[config.mk]
export PLATFORM = sky130hd
export DESIGN_NAME = ber_tlv_stream_parser
export DESIGN_NICKNAME = d
export VERILOG_FILES = /design/src/sv/btsp_pkg.sv /design/src/sv/btsp_fifo.sv /design/src/sv/btsp_core.sv /design/src/sv/ber_tlv_stream_parser.sv
export VERILOG_INCLUDE_DIRS = /design/src /design/src/sv
export SDC_FILE = /design/constraint.sdc
export NUM_CORES = 2
export LEC_CHECK = 0
export BUFFER_PORTS_ARGS = -buffer_cell sky130_fd_sc_hd__buf_2
export CAP_MARGIN = 10
export CORE_AREA = 2 2 319 226
export DETAILED_ROUTE_END_ITERATION = 8
export DIE_AREA = 0 0 321 228
export PLACE_DENSITY = 0.79
export SYNTH_ARGS = -nofsm -noshare
export SYNTH_HDL_FRONTEND = slang
export SYNTH_SLANG_ARGS = --single-unit
[constraint.sdc]
create_clock -name clock -period 4.8 [get_ports clock]
set_input_delay 0.48 -clock clock [delete_from_list [all_inputs] [get_ports clock]]
set_output_delay 0.48 -clock clock [all_outputs]
set_load 0.01 [all_outputs]
[src/sv/ber_tlv_stream_parser_defines.svh]
// Assertion macros shared by the BER-TLV stream parser modules.
`ifndef BER_TLV_STREAM_PARSER_DEFINES_SVH
`define BER_TLV_STREAM_PARSER_DEFINES_SVH

// A condition that must hold at every clock edge outside reset.
`define BTSP_ASSERT_ALWAYS(label, expr, msg) \
   label: assert property (@(posedge clock) disable iff (reset) (expr)) \
      else $error(msg);

// A condition that must hold in the cycle after the antecedent.
`define BTSP_ASSERT_NEXT(label, ante, cons, msg) \
   label: assert property (@(posedge clock) disable iff (reset) (ante) |=> (cons)) \
      else $error(msg);

`endif

[src/sv/btsp_pkg.sv]
// Shared types and constants of the BER-TLV stream parser.
`timescale 1ns / 1ps

package btsp_pkg;

   // Hard cap on the number of entries per message.
   localparam int MAX_ENTRIES = 256;
   // Width that holds both the entry limit register and MAX_ENTRIES.
   localparam int ENTRY_CMP_W = 13;

   // Configuration port layout.
   localparam int CSR_ADDR_W = 3;
   localparam logic CSR_IDX_ENTRY_LIMIT = 1'b0;
   localparam logic [8:0] ENTRY_LIMIT_RESET = 9'd64;

   // Header byte encodings.
   localparam logic [4:0] TAG_MULTI_BYTE = 5'h1F;
   localparam logic [6:0] LEN_MAX_BYTES = 7'd4;
   localparam logic [7:0] PAD_BYTE = 8'h00;

   // Width of the packed result data.
   localparam int RSP_DATA_W = 104;

   // Status codes of the final record.
   typedef enum logic [2:0] {
      STATUS_OK,
      STATUS_TAG_LONG,
      STATUS_LEN_BYTES,
      STATUS_ENTRIES,
      STATUS_DEPTH,
      STATUS_TRUNCATED
   } status_type;

   // One result record.
   typedef struct packed {
      logic [31:0] tag_value;
      logic [31:0] value_length;
      logic [15:0] value_offset;
      logic [3:0]  nesting_depth;
      logic        is_constructed;
      logic [7:0]  entry_index;
      logic        is_final;
      status_type  status;
      logic [8:0]  entry_count;
   } rsp_rec_type;

   // Records produced by the parser for one byte.
   typedef struct packed {
      logic [1:0]  push_cnt;
      rsp_rec_type rec0;
      rsp_rec_type rec1;
   } rec_push_type;

endpackage

[src/sv/btsp_fifo.sv]
// Small result queue that takes up to two records per cycle while it has room and gives one while out_ready is high.
`timescale 1ns / 1ps
`include "ber_tlv_stream_parser_defines.svh"

module btsp_fifo #(
   parameter int DEPTH = 4,
   localparam int PTR_W = $clog2(DEPTH),
   localparam int CNT_W = $clog2(DEPTH + 1)
) (
   input  logic                  clock,
   input  logic                  reset,
   input  btsp_pkg::rec_push_type push,
   output logic                  room,
   output logic                  out_valid,
   input  logic                  out_ready,
   output btsp_pkg::rsp_rec_type out_rec
);

   btsp_pkg::rsp_rec_type mem_ff [DEPTH];
   logic [PTR_W-1:0] head_ff, head_in;
   logic [PTR_W-1:0] tail_ff, tail_in;
   logic [PTR_W-1:0] tail_p1, tail_p2;
   logic [CNT_W-1:0] count_ff, count_in;
   logic             pop;

   // Pointer wrap helper.
   function automatic logic [PTR_W-1:0] ptr_inc(input logic [PTR_W-1:0] p);
      ptr_inc = (p == PTR_W'(DEPTH - 1)) ? '0 : p + PTR_W'(1);
   endfunction

   assign tail_p1 = ptr_inc(tail_ff);
   assign tail_p2 = ptr_inc(tail_p1);

   // Output side reads the head entry directly.
   assign out_valid = (count_ff != '0);
   assign out_rec   = mem_ff[head_ff];
   assign pop       = out_valid && out_ready;
   assign room      = (count_ff <= CNT_W'(DEPTH - 2));

   // Pointer and count update.
   always_comb begin
      head_in  = pop ? ptr_inc(head_ff) : head_ff;
      tail_in  = tail_ff;
      count_in = count_ff + CNT_W'(push.push_cnt) - CNT_W'(pop);
      if (push.push_cnt == 2'd1) begin
         tail_in = tail_p1;
      end else if (push.push_cnt == 2'd2) begin
         tail_in = tail_p2;
      end
   end

   always_ff @(posedge clock) begin
      if (reset) begin
         head_ff  <= '0;
         tail_ff  <= '0;
         count_ff <= '0;
      end else begin
         head_ff  <= head_in;
         tail_ff  <= tail_in;
         count_ff <= count_in;
      end
   end

   // Record storage, two write slots.
   always_ff @(posedge clock) begin
      if (push.push_cnt != 2'd0) begin
         mem_ff[tail_ff] <= push.rec0;
      end
      if (push.push_cnt == 2'd2) begin
         mem_ff[tail_p1] <= push.rec1;
      end
   end

   `BTSP_ASSERT_ALWAYS(a_count_bound, count_ff <= CNT_W'(DEPTH), "result queue count overflow")
   `BTSP_ASSERT_ALWAYS(a_push_room, (push.push_cnt == 2'd0) || room, "push into a full result queue")

endmodule

[src/sv/btsp_core.sv]
// BER-TLV header parser state, one byte per cycle while in_fire is high.
`timescale 1ns / 1ps
`include "ber_tlv_stream_parser_defines.svh"

module btsp_core #(
   parameter int MAX_DEPTH = 8,
   parameter int OFFSET_BITS = 16,
   localparam int DW = $clog2(MAX_DEPTH + 1)
) (
   input  logic                   clock,
   input  logic                   reset,
   input  logic                   in_fire,
   input  logic [7:0]             in_byte,
   input  logic                   in_last,
   input  logic [8:0]             entry_limit,
   output btsp_pkg::rec_push_type push
);

   typedef enum logic [2:0] {
      PH_TAG_FIRST,
      PH_TAG_MORE,
      PH_LEN_FIRST,
      PH_LEN_MORE,
      PH_SKIP,
      PH_FAULT
   } phase_type;

   localparam logic [OFFSET_BITS-1:0] OFFSET_MAX = '1;
   localparam logic [DW-1:0] DEPTH_FULL = DW'(MAX_DEPTH);
   localparam logic [btsp_pkg::ENTRY_CMP_W-1:0] ENTRIES_CAP =
      btsp_pkg::ENTRY_CMP_W'(btsp_pkg::MAX_ENTRIES);

   phase_type              phase_ff, phase_in;
   logic [31:0]            tag_ff, tag_in;
   logic [2:0]             tag_cnt_ff, tag_cnt_in;
   logic [31:0]            len_ff, len_in;
   logic [2:0]             left_ff, left_in;
   logic [31:0]            skip_ff, skip_in;
   logic [31:0]            stack_ff [MAX_DEPTH];
   logic [DW-1:0]          depth_ff, depth_in;
   logic [OFFSET_BITS-1:0] offset_ff, offset_in;
   logic [8:0]             entries_ff, entries_in;
   btsp_pkg::status_type   fault_ff, fault_in;

   logic [31:0]            offset_ext;
   logic [DW-1:0]          pop_depth;
   logic [btsp_pkg::ENTRY_CMP_W-1:0] limit_ext, lim;
   logic                   at_limit;
   logic [OFFSET_BITS-1:0] offset_inc;
   logic [31:0]            voff;
   logic [15:0]            shown_off;
   logic [1:0]             first_sel;
   logic                   con;
   logic [31:0]            len_val;
   logic [32:0]            end_sum;
   logic [31:0]            end_sat;
   logic                   fin, emit, stack_push;
   btsp_pkg::status_type   status_v;
   btsp_pkg::rsp_rec_type  entry_rec, final_rec;

   // Pop levels whose end has been reached: keep up to the highest open level still ahead.
   assign offset_ext = 32'(offset_ff);
   always_comb begin
      pop_depth = '0;
      for (int i = 0; i < MAX_DEPTH; i++) begin
         if ((DW'(i) < depth_ff) && (stack_ff[i] > offset_ext)) begin
            pop_depth = DW'(i + 1);
         end
      end
   end

   // Effective entry limit.
   assign limit_ext = btsp_pkg::ENTRY_CMP_W'(entry_limit);
   assign lim       = (limit_ext > ENTRIES_CAP) ? ENTRIES_CAP : limit_ext;
   assign at_limit  = (btsp_pkg::ENTRY_CMP_W'(entries_ff) >= lim);

   // Saturating offsets.
   assign offset_inc = (offset_ff == OFFSET_MAX) ? offset_ff : offset_ff + OFFSET_BITS'(1);
   assign voff       = 32'(offset_inc);
   assign shown_off  = (voff > 32'h0000_FFFF) ? 16'hFFFF : voff[15:0];

   // Constructed bit of the tag's first byte.
   assign first_sel = 2'(tag_cnt_ff - 3'd1);
   always_comb begin
      case (first_sel)
         2'd0:    con = tag_ff[5];
         2'd1:    con = tag_ff[13];
         2'd2:    con = tag_ff[21];
         default: con = tag_ff[29];
      endcase
   end

   // Length value as completed by this byte.
   always_comb begin
      case (phase_ff)
         PH_LEN_FIRST: len_val = in_byte[7] ? 32'd0 : {24'd0, in_byte};
         PH_LEN_MORE:  len_val = {len_ff[23:0], in_byte};
         default:      len_val = len_ff;
      endcase
   end

   // End offset of a constructed value, saturating at 32 bits.
   assign end_sum = {1'b0, voff} + {1'b0, len_val};
   assign end_sat = end_sum[32] ? 32'hFFFF_FFFF : end_sum[31:0];

   // Next state for one byte.
   always_comb begin
      phase_in   = phase_ff;
      tag_in     = tag_ff;
      tag_cnt_in = tag_cnt_ff;
      len_in     = len_ff;
      left_in    = left_ff;
      skip_in    = skip_ff;
      depth_in   = depth_ff;
      entries_in = entries_ff;
      fault_in   = fault_ff;
      fin        = 1'b0;
      emit       = 1'b0;
      stack_push = 1'b0;

      case (phase_ff)
         PH_TAG_FIRST: begin
            depth_in = pop_depth;
            if (at_limit) begin
               fault_in = btsp_pkg::STATUS_ENTRIES;
               phase_in = PH_FAULT;
            end else if (in_byte != btsp_pkg::PAD_BYTE) begin
               tag_in     = {24'd0, in_byte};
               tag_cnt_in = 3'd1;
               phase_in   = (in_byte[4:0] == btsp_pkg::TAG_MULTI_BYTE) ?
                            PH_TAG_MORE : PH_LEN_FIRST;
            end
         end
         PH_TAG_MORE: begin
            tag_in     = {tag_ff[23:0], in_byte};
            tag_cnt_in = tag_cnt_ff + 3'd1;
            if (!in_byte[7]) begin
               phase_in = PH_LEN_FIRST;
            end else if (tag_cnt_ff >= 3'd3) begin
               fault_in = btsp_pkg::STATUS_TAG_LONG;
               phase_in = PH_FAULT;
            end
         end
         PH_LEN_FIRST: begin
            if (in_byte[7]) begin
               if (in_byte[6:0] > btsp_pkg::LEN_MAX_BYTES) begin
                  fault_in = btsp_pkg::STATUS_LEN_BYTES;
                  phase_in = PH_FAULT;
               end else if (in_byte[6:0] == 7'd0) begin
                  len_in = 32'd0;
                  fin    = 1'b1;
               end else begin
                  len_in   = 32'd0;
                  left_in  = in_byte[2:0];
                  phase_in = PH_LEN_MORE;
               end
            end else begin
               len_in = len_val;
               fin    = 1'b1;
            end
         end
         PH_LEN_MORE: begin
            len_in  = len_val;
            left_in = (left_ff != 3'd0) ? left_ff - 3'd1 : 3'd0;
            if (left_in == 3'd0) begin
               fin = 1'b1;
            end
         end
         PH_SKIP: begin
            skip_in = (skip_ff != 32'd0) ? skip_ff - 32'd1 : 32'd0;
            if (skip_in == 32'd0) begin
               phase_in = PH_TAG_FIRST;
            end
         end
         PH_FAULT: begin
         end
         default: begin
         end
      endcase

      // Header ends on this byte: depth fault, or record it, then descend, skip or await a tag.
      if (fin) begin
         if (con && (depth_ff >= DEPTH_FULL)) begin
            fault_in = btsp_pkg::STATUS_DEPTH;
            phase_in = PH_FAULT;
         end else begin
            emit       = 1'b1;
            entries_in = entries_ff + 9'd1;
            if (con) begin
               stack_push = 1'b1;
               depth_in   = depth_ff + DW'(1);
               phase_in   = PH_TAG_FIRST;
            end else if (len_val != 32'd0) begin
               skip_in  = len_val;
               phase_in = PH_SKIP;
            end else begin
               phase_in = PH_TAG_FIRST;
            end
         end
      end
   end

   // Final status: first fault, else a header cut short, else ok.
   always_comb begin
      if (fault_in != btsp_pkg::STATUS_OK) begin
         status_v = fault_in;
      end else if ((phase_in == PH_TAG_MORE) || (phase_in == PH_LEN_FIRST) ||
                   (phase_in == PH_LEN_MORE)) begin
         status_v = btsp_pkg::STATUS_TRUNCATED;
      end else begin
         status_v = btsp_pkg::STATUS_OK;
      end
   end

   assign offset_in = offset_inc;

   // Records for this byte.
   always_comb begin
      entry_rec                = '0;
      entry_rec.tag_value      = tag_ff;
      entry_rec.value_length   = len_val;
      entry_rec.value_offset   = shown_off;
      entry_rec.nesting_depth  = 4'(depth_ff);
      entry_rec.is_constructed = con;
      entry_rec.entry_index    = entries_ff[7:0];
      entry_rec.status         = btsp_pkg::STATUS_OK;

      final_rec             = '0;
      final_rec.is_final    = 1'b1;
      final_rec.status      = status_v;
      final_rec.entry_count = entries_in;

      push.push_cnt = in_fire ? (2'(emit) + 2'(in_last)) : 2'd0;
      push.rec0     = emit ? entry_rec : final_rec;
      push.rec1     = final_rec;
   end

   // Parser state registers; the final byte starts the next message afresh.
   always_ff @(posedge clock) begin
      if (reset) begin
         phase_ff   <= PH_TAG_FIRST;
         tag_ff     <= '0;
         tag_cnt_ff <= '0;
         len_ff     <= '0;
         left_ff    <= '0;
         skip_ff    <= '0;
         depth_ff   <= '0;
         offset_ff  <= '0;
         entries_ff <= '0;
         fault_ff   <= btsp_pkg::STATUS_OK;
      end else if (in_fire) begin
         if (in_last) begin
            phase_ff   <= PH_TAG_FIRST;
            tag_ff     <= '0;
            tag_cnt_ff <= '0;
            len_ff     <= '0;
            left_ff    <= '0;
            skip_ff    <= '0;
            depth_ff   <= '0;
            offset_ff  <= '0;
            entries_ff <= '0;
            fault_ff   <= btsp_pkg::STATUS_OK;
         end else begin
            phase_ff   <= phase_in;
            tag_ff     <= tag_in;
            tag_cnt_ff <= tag_cnt_in;
            len_ff     <= len_in;
            left_ff    <= left_in;
            skip_ff    <= skip_in;
            depth_ff   <= depth_in;
            offset_ff  <= offset_in;
            entries_ff <= entries_in;
            fault_ff   <= fault_in;
         end
      end
   end

   // Level end stack, written at the current depth on descent.
   always_ff @(posedge clock) begin
      for (int i = 0; i < MAX_DEPTH; i++) begin
         if (in_fire && stack_push && (depth_ff == DW'(i))) begin
            stack_ff[i] <= end_sat;
         end
      end
   end

   `BTSP_ASSERT_ALWAYS(a_depth_bound, depth_ff <= DEPTH_FULL, "nesting depth beyond stack size")
   `BTSP_ASSERT_ALWAYS(a_fault_phase, (fault_ff != btsp_pkg::STATUS_OK) == (phase_ff == PH_FAULT), "fault code and phase disagree")
   `BTSP_ASSERT_NEXT(a_last_clears, in_fire && in_last, (phase_ff == PH_TAG_FIRST) && (entries_ff == 9'd0) && (depth_ff == '0), "state not cleared after final byte")

endmodule

[src/sv/ber_tlv_stream_parser.sv]
// A request byte is registered, parsed from that register while the queue has room, and its
// records are written into the four-entry result queue that drives rsp. Throughput: one request
// byte per cycle; a byte gives at most two records and the result port drains one per cycle while
// rsp_tready is high, so the queue holds off requests when fewer than two slots are free.
// Reset (synchronous, active high) clears the parser, the queue and sets entry_limit to 64.
// Top level of the BER-TLV stream parser.
`timescale 1ns / 1ps

module ber_tlv_stream_parser #(
   parameter int MAX_DEPTH = 8,
   parameter int OFFSET_BITS = 16
) (
   input  logic                                clock,
   input  logic                                reset,
   // Request channel.
   input  logic                                req_tvalid,
   output logic                                req_tready,
   input  logic [7:0]                          req_tdata,  // [7:0] data_byte
   input  logic                                req_tlast,  // last_byte
   // Result channel.
   output logic                                rsp_tvalid,
   input  logic                                rsp_tready,
   // [31:0] tag_value, [63:32] value_length, [79:64] value_offset, [83:80] nesting_depth,
   // [91:84] entry_index, [94:92] status, [103:95] entry_count
   output logic [btsp_pkg::RSP_DATA_W-1:0]     rsp_tdata,
   output logic                                rsp_tuser,  // is_constructed
   output logic                                rsp_tlast,  // is_final
   // Configuration port.
   input  logic                                csr_psel,
   input  logic                                csr_penable,
   input  logic                                csr_pwrite,
   input  logic [btsp_pkg::CSR_ADDR_W-1:0]     csr_paddr,
   input  logic [31:0]                         csr_pwdata,
   output logic [31:0]                         csr_prdata,
   output logic                                csr_pready
);

   logic                  limit_wr;
   logic [8:0]            limit_ff;
   logic                  in_valid_ff, in_valid_in;
   logic [7:0]            in_byte_ff;
   logic                  in_last_ff;
   logic                  req_fire;
   logic                  in_fire;
   logic                  room;
   btsp_pkg::rec_push_type push;
   btsp_pkg::rsp_rec_type  out_rec;

   // Configuration register.
   assign csr_pready = 1'b1;
   assign limit_wr   = csr_psel && csr_penable && csr_pwrite && csr_pready &&
                       (csr_paddr[btsp_pkg::CSR_ADDR_W-1] == btsp_pkg::CSR_IDX_ENTRY_LIMIT);
   assign csr_prdata = (csr_paddr[btsp_pkg::CSR_ADDR_W-1] == btsp_pkg::CSR_IDX_ENTRY_LIMIT) ?
                       {23'd0, limit_ff} : 32'd0;

   always_ff @(posedge clock) begin
      if (reset) begin
         limit_ff <= btsp_pkg::ENTRY_LIMIT_RESET;
      end else if (limit_wr) begin
         limit_ff <= csr_pwdata[8:0];
      end
   end

   // Request input register; it drains into the parser whenever the queue has room.
   assign in_fire     = in_valid_ff && room;
   assign req_tready  = !in_valid_ff || room;
   assign req_fire    = req_tvalid && req_tready;
   assign in_valid_in = req_fire ? 1'b1 : (in_fire ? 1'b0 : in_valid_ff);

   always_ff @(posedge clock) begin
      if (reset) begin
         in_valid_ff <= 1'b0;
      end else begin
         in_valid_ff <= in_valid_in;
      end
   end

   always_ff @(posedge clock) begin
      if (req_fire) begin
         in_byte_ff <= req_tdata;
         in_last_ff <= req_tlast;
      end
   end

   // Parser.
   btsp_core #(
      .MAX_DEPTH   (MAX_DEPTH),
      .OFFSET_BITS (OFFSET_BITS)
   ) u_core (
      .clock       (clock),
      .reset       (reset),
      .in_fire     (in_fire),
      .in_byte     (in_byte_ff),
      .in_last     (in_last_ff),
      .entry_limit (limit_ff),
      .push        (push)
   );

   // Result queue.
   btsp_fifo #(
      .DEPTH (4)
   ) u_fifo (
      .clock     (clock),
      .reset     (reset),
      .push      (push),
      .room      (room),
      .out_valid (rsp_tvalid),
      .out_ready (rsp_tready),
      .out_rec   (out_rec)
   );

   // Result packing.
   assign rsp_tdata = {out_rec.entry_count, out_rec.status, out_rec.entry_index,
                       out_rec.nesting_depth, out_rec.value_offset,
                       out_rec.value_length, out_rec.tag_value};
   assign rsp_tuser = out_rec.is_constructed;
   assign rsp_tlast = out_rec.is_final;

endmodule

==> flow_metrics.tcl <==
set metrics [dict create \
    dp_hpwl_mm 74.1 \
    synth_area_leaders "dfxtp_1 28%, edfxtp_1 25%, mux4_2 6.2%" \
    crit_chain "ha_1 > nand3_1 > nor3_1 > nand3_1 > nor2_1 > a21o_1 > ha_1 > a21oi_1 > o211ai_1 > a2111o_1 > a31oi_1 > o311ai_1 > a21o_1 > buf_4 > nand4_1 > mux2i_1 > buf_4" \
    cp_slowest_cell "a2111o_1" \
    die_y_um 228 \
    drt_wl_total_mm 111 \
    fp.coreArea_mm2 0.0706 \
    hold_violations 0 \
    power_frac_clock_pct 41.2 \
    io_pins 192 \
    fill_cells 5482 \
    period_share_pct 97.3 \
    power_mw 15.2 \
    slowest_delay_ps 430 \
    drt_iter0_markers 4183 \
    cts_root_buf "clkbuf_16" \
    grt_pass1_wl_mm 168 \
    crit_path_end_kind "flop" \
    fmax_mhz 214 \
    synth_area_per_cell_um2 10.7 \
    critPathLaunch "u_core.offset_ff[1]" \
    async_flop_share_pct 0 \
    cts_sinks 845 \
    grt_max_degree 81 \
    synth_cell_type_count 89 \
    vias 30400 \
    min_path_type "in2reg" \
    synth_top_area_share_pct 27.8 \
    drcViolationCount 0 \
    grt_usage_pct 29.6 \
    synth_warnings 0 \
    clk_pin_slew_ps 70 \
    syn_inst 3576 \
    irDropWorstVdd_v 0.000304 \
    worstPathRequired_ps 5290 \
    power_frac_seq_pct 50.5 \
    ant_nets 0 \
    ys_seq_elements 845 \
    fin_nets 3910 \
    drt-vias-per-instance 6.51 \
    yosys.area.top_type "dfxtp_1" \
    clockBufferDepth 3 \
    hp-start "req_tdata[0]" \
    cts_tree "built" \
    slew_violations 0 \
    worstReg2RegStart "u_core.offset_ff[1]" \
    cts_max_level 3 \
    synth_common_cells "532 x dfxtp_1, 382 x nand2_1, 313 x edfxtp_1" \
    ys.flop_type "dfxtp_1" \
    combinationalPowerShare_pct 8.4 \
    cts_hold_buf 0 \
    globalRouteOverflowTotal 0 \
    power.switching_mw 3.72 \
    areaGrowthSynthToFinish_pct 11.9 \
    intPower_mw 11.5 \
    critPathBufInv 2 \
    layout-drive-gt1-share_pct 15.2 \
    critPathLaunchType "flop" \
    cp_top_family "compound AO/OA/AOI/OAI gates" \
    setup_viol 0 \
    gp_congestion 0.957 \
    die_area_mm2 0.0732 \
    clock_latency_ps 650 \
    num_rows 82 \
    final_core_util_pct 60.7 \
    syn_area_mm2 0.0383 \
    worstSetupPathType "reg2reg" \
    slew_headroom_pct 19.8 \
    p_leak_nw 16.0 \
    p_per_area_mw_per_mm2 355 \
    tightest_slew_ps 1200 \
    io_buffers 142 \
    dieWidth_um 321 \
    wl_per_cell_um 23.7 \
    status "complete, no violations" \
    arrival_ps 5160 \
    clock_skew_ps 35.4 \
    synth-edff-count 313 \
    ys_seq_area_share_pct 52.4 \
    grt_pass1_vias 28300 \
    swShare_pct 24.5 \
    crit_fanout 8 \
    initial_core_util_pct 54.2 \
    drv_cap 0 \
    drt-pass1-iter-count 6 \
    min_period_ps 4670 \
    yosysMostFrequentCell "dfxtp_1" \
    cts_buffers 77 \
    antenna_found_initial 9 \
]
[worst paths after layout]
kind / cells past startpoint / slack [ps] / to
worst max register to register: 17 / 130 / u_core.stack_ff[1][31]
worst max-delay path: 17 / 130 / u_core.stack_ff[1][31]
worst min register to register: 2 / 450 / u_fifo.mem_ff[3][12]
worst min-delay path: 1 / 20 / in_byte_ff[0]
[sequential cells by signal, summed over array words and instances, names as in the netlist, 9 cells and up, named ones only]
name               count
u_fifo.mem_ff        424
u_core.stack_ff      256
u_core.len_ff         32
u_core.skip_ff        32
u_core.tag_ff         32
u_core.offset_ff      16
limit_ff               9
u_core.entries_ff      9
[layout by cell type (no fill, tap or decap), drive strengths merged, types with 10 or more instances in the layout]
master,count
a211oi,14
a21o,31
a21oi,242
a22o,198
a22oi,92
a31oi,15
a41oi,10
and2,18
and3,23
and4b,10
buf,264
clkbuf,109
clkinv,27
conb,24
dfxtp,532
edfxtp,313
ha,179
inv,95
mux2,15
mux2i,41
mux4,106
nand2,383
nand2b,27
nand3,113
nand4,45
nor2,259
nor2b,30
nor3,55
nor4,49
o21a,15
o21ai,219
o22ai,13
or3,21
or4,14
xnor2,26
xor2,13
[per-layer routing]
layer / GRT usage [%] / routed length (um) / vias up
met4: 8.63 / 2780 / 8
met1: 44.1 / 46900 / 14900
li1: - / - / 13400
met2: 41.2 / 45900 / 1899
met3: 9.29 / 15100 / 211
met5: 0 / 46 / -
[logic make-up (layout without fill, tap and decap cells)]
family	after synthesis	count (layout)	share of synthesized area [%]
AND/OR/NAND/NOR	1079	1079	13.4
AO/OA/AOI/OAI	909	909	15.7
flip-flops	845	845	52.4
buffers and inverters	359	502	3.90
adder cells (fa/ha/maj)	181	181	5.96
multiplexers	162	162	7.76
XOR/XNOR	39	39	0.893
other	2	25	0.0196
[per-stage QoR]
stage	setup slack, ps	std cells	cell area, um2	hold WS, ps	TNS (ps)
after floorplan	378	3598	38300	418	0
after global placement	94.0	4523	40200	428	0
after detailed placement	-78.7	4523	40200	435	-730
after CTS	22.4	4665	42700	4.78	0
after global routing	-29.1	4666	42800	3.34	-218
final	129	4666	42800	24.5	0
[cell type report]
type | count | area, um2 | area share [%]
Clock buffer | 109 | 2240 | 5.23
Timing Repair Buffer | 264 | 1720 | 4.01
Sequential cell | 845 | 20100 | 46.8
Inverter | 96 | 362 | 0.845
Multi-Input combinational cell | 2394 | 17000 | 39.6
Antenna cell | 1 | 2.50 | 0.00584
Tap cell | 924 | 1160 | 2.70
Clock inverter | 33 | 319 | 0.745
[what timing repair did]
item	4_1_cts	5_1_grt
setup endpoints to repair	24	232
buffers inserted	0	0
gates resized for setup	3	18
[power groups by stage]
stage	clock network [mW]	logic [mW]	registers, mW
6_report	6.26	1.27	7.67
5_1_grt	6.58	1.35	7.69
4_1_cts	6.29	1.25	7.67
3_5_place_dp	0	1.25	7.83
3_3_place_gp	0	1.23	7.83
2_1_floorplan	0	0.962	7.68
No activity file was read; power rests on OpenSTA's default activity.
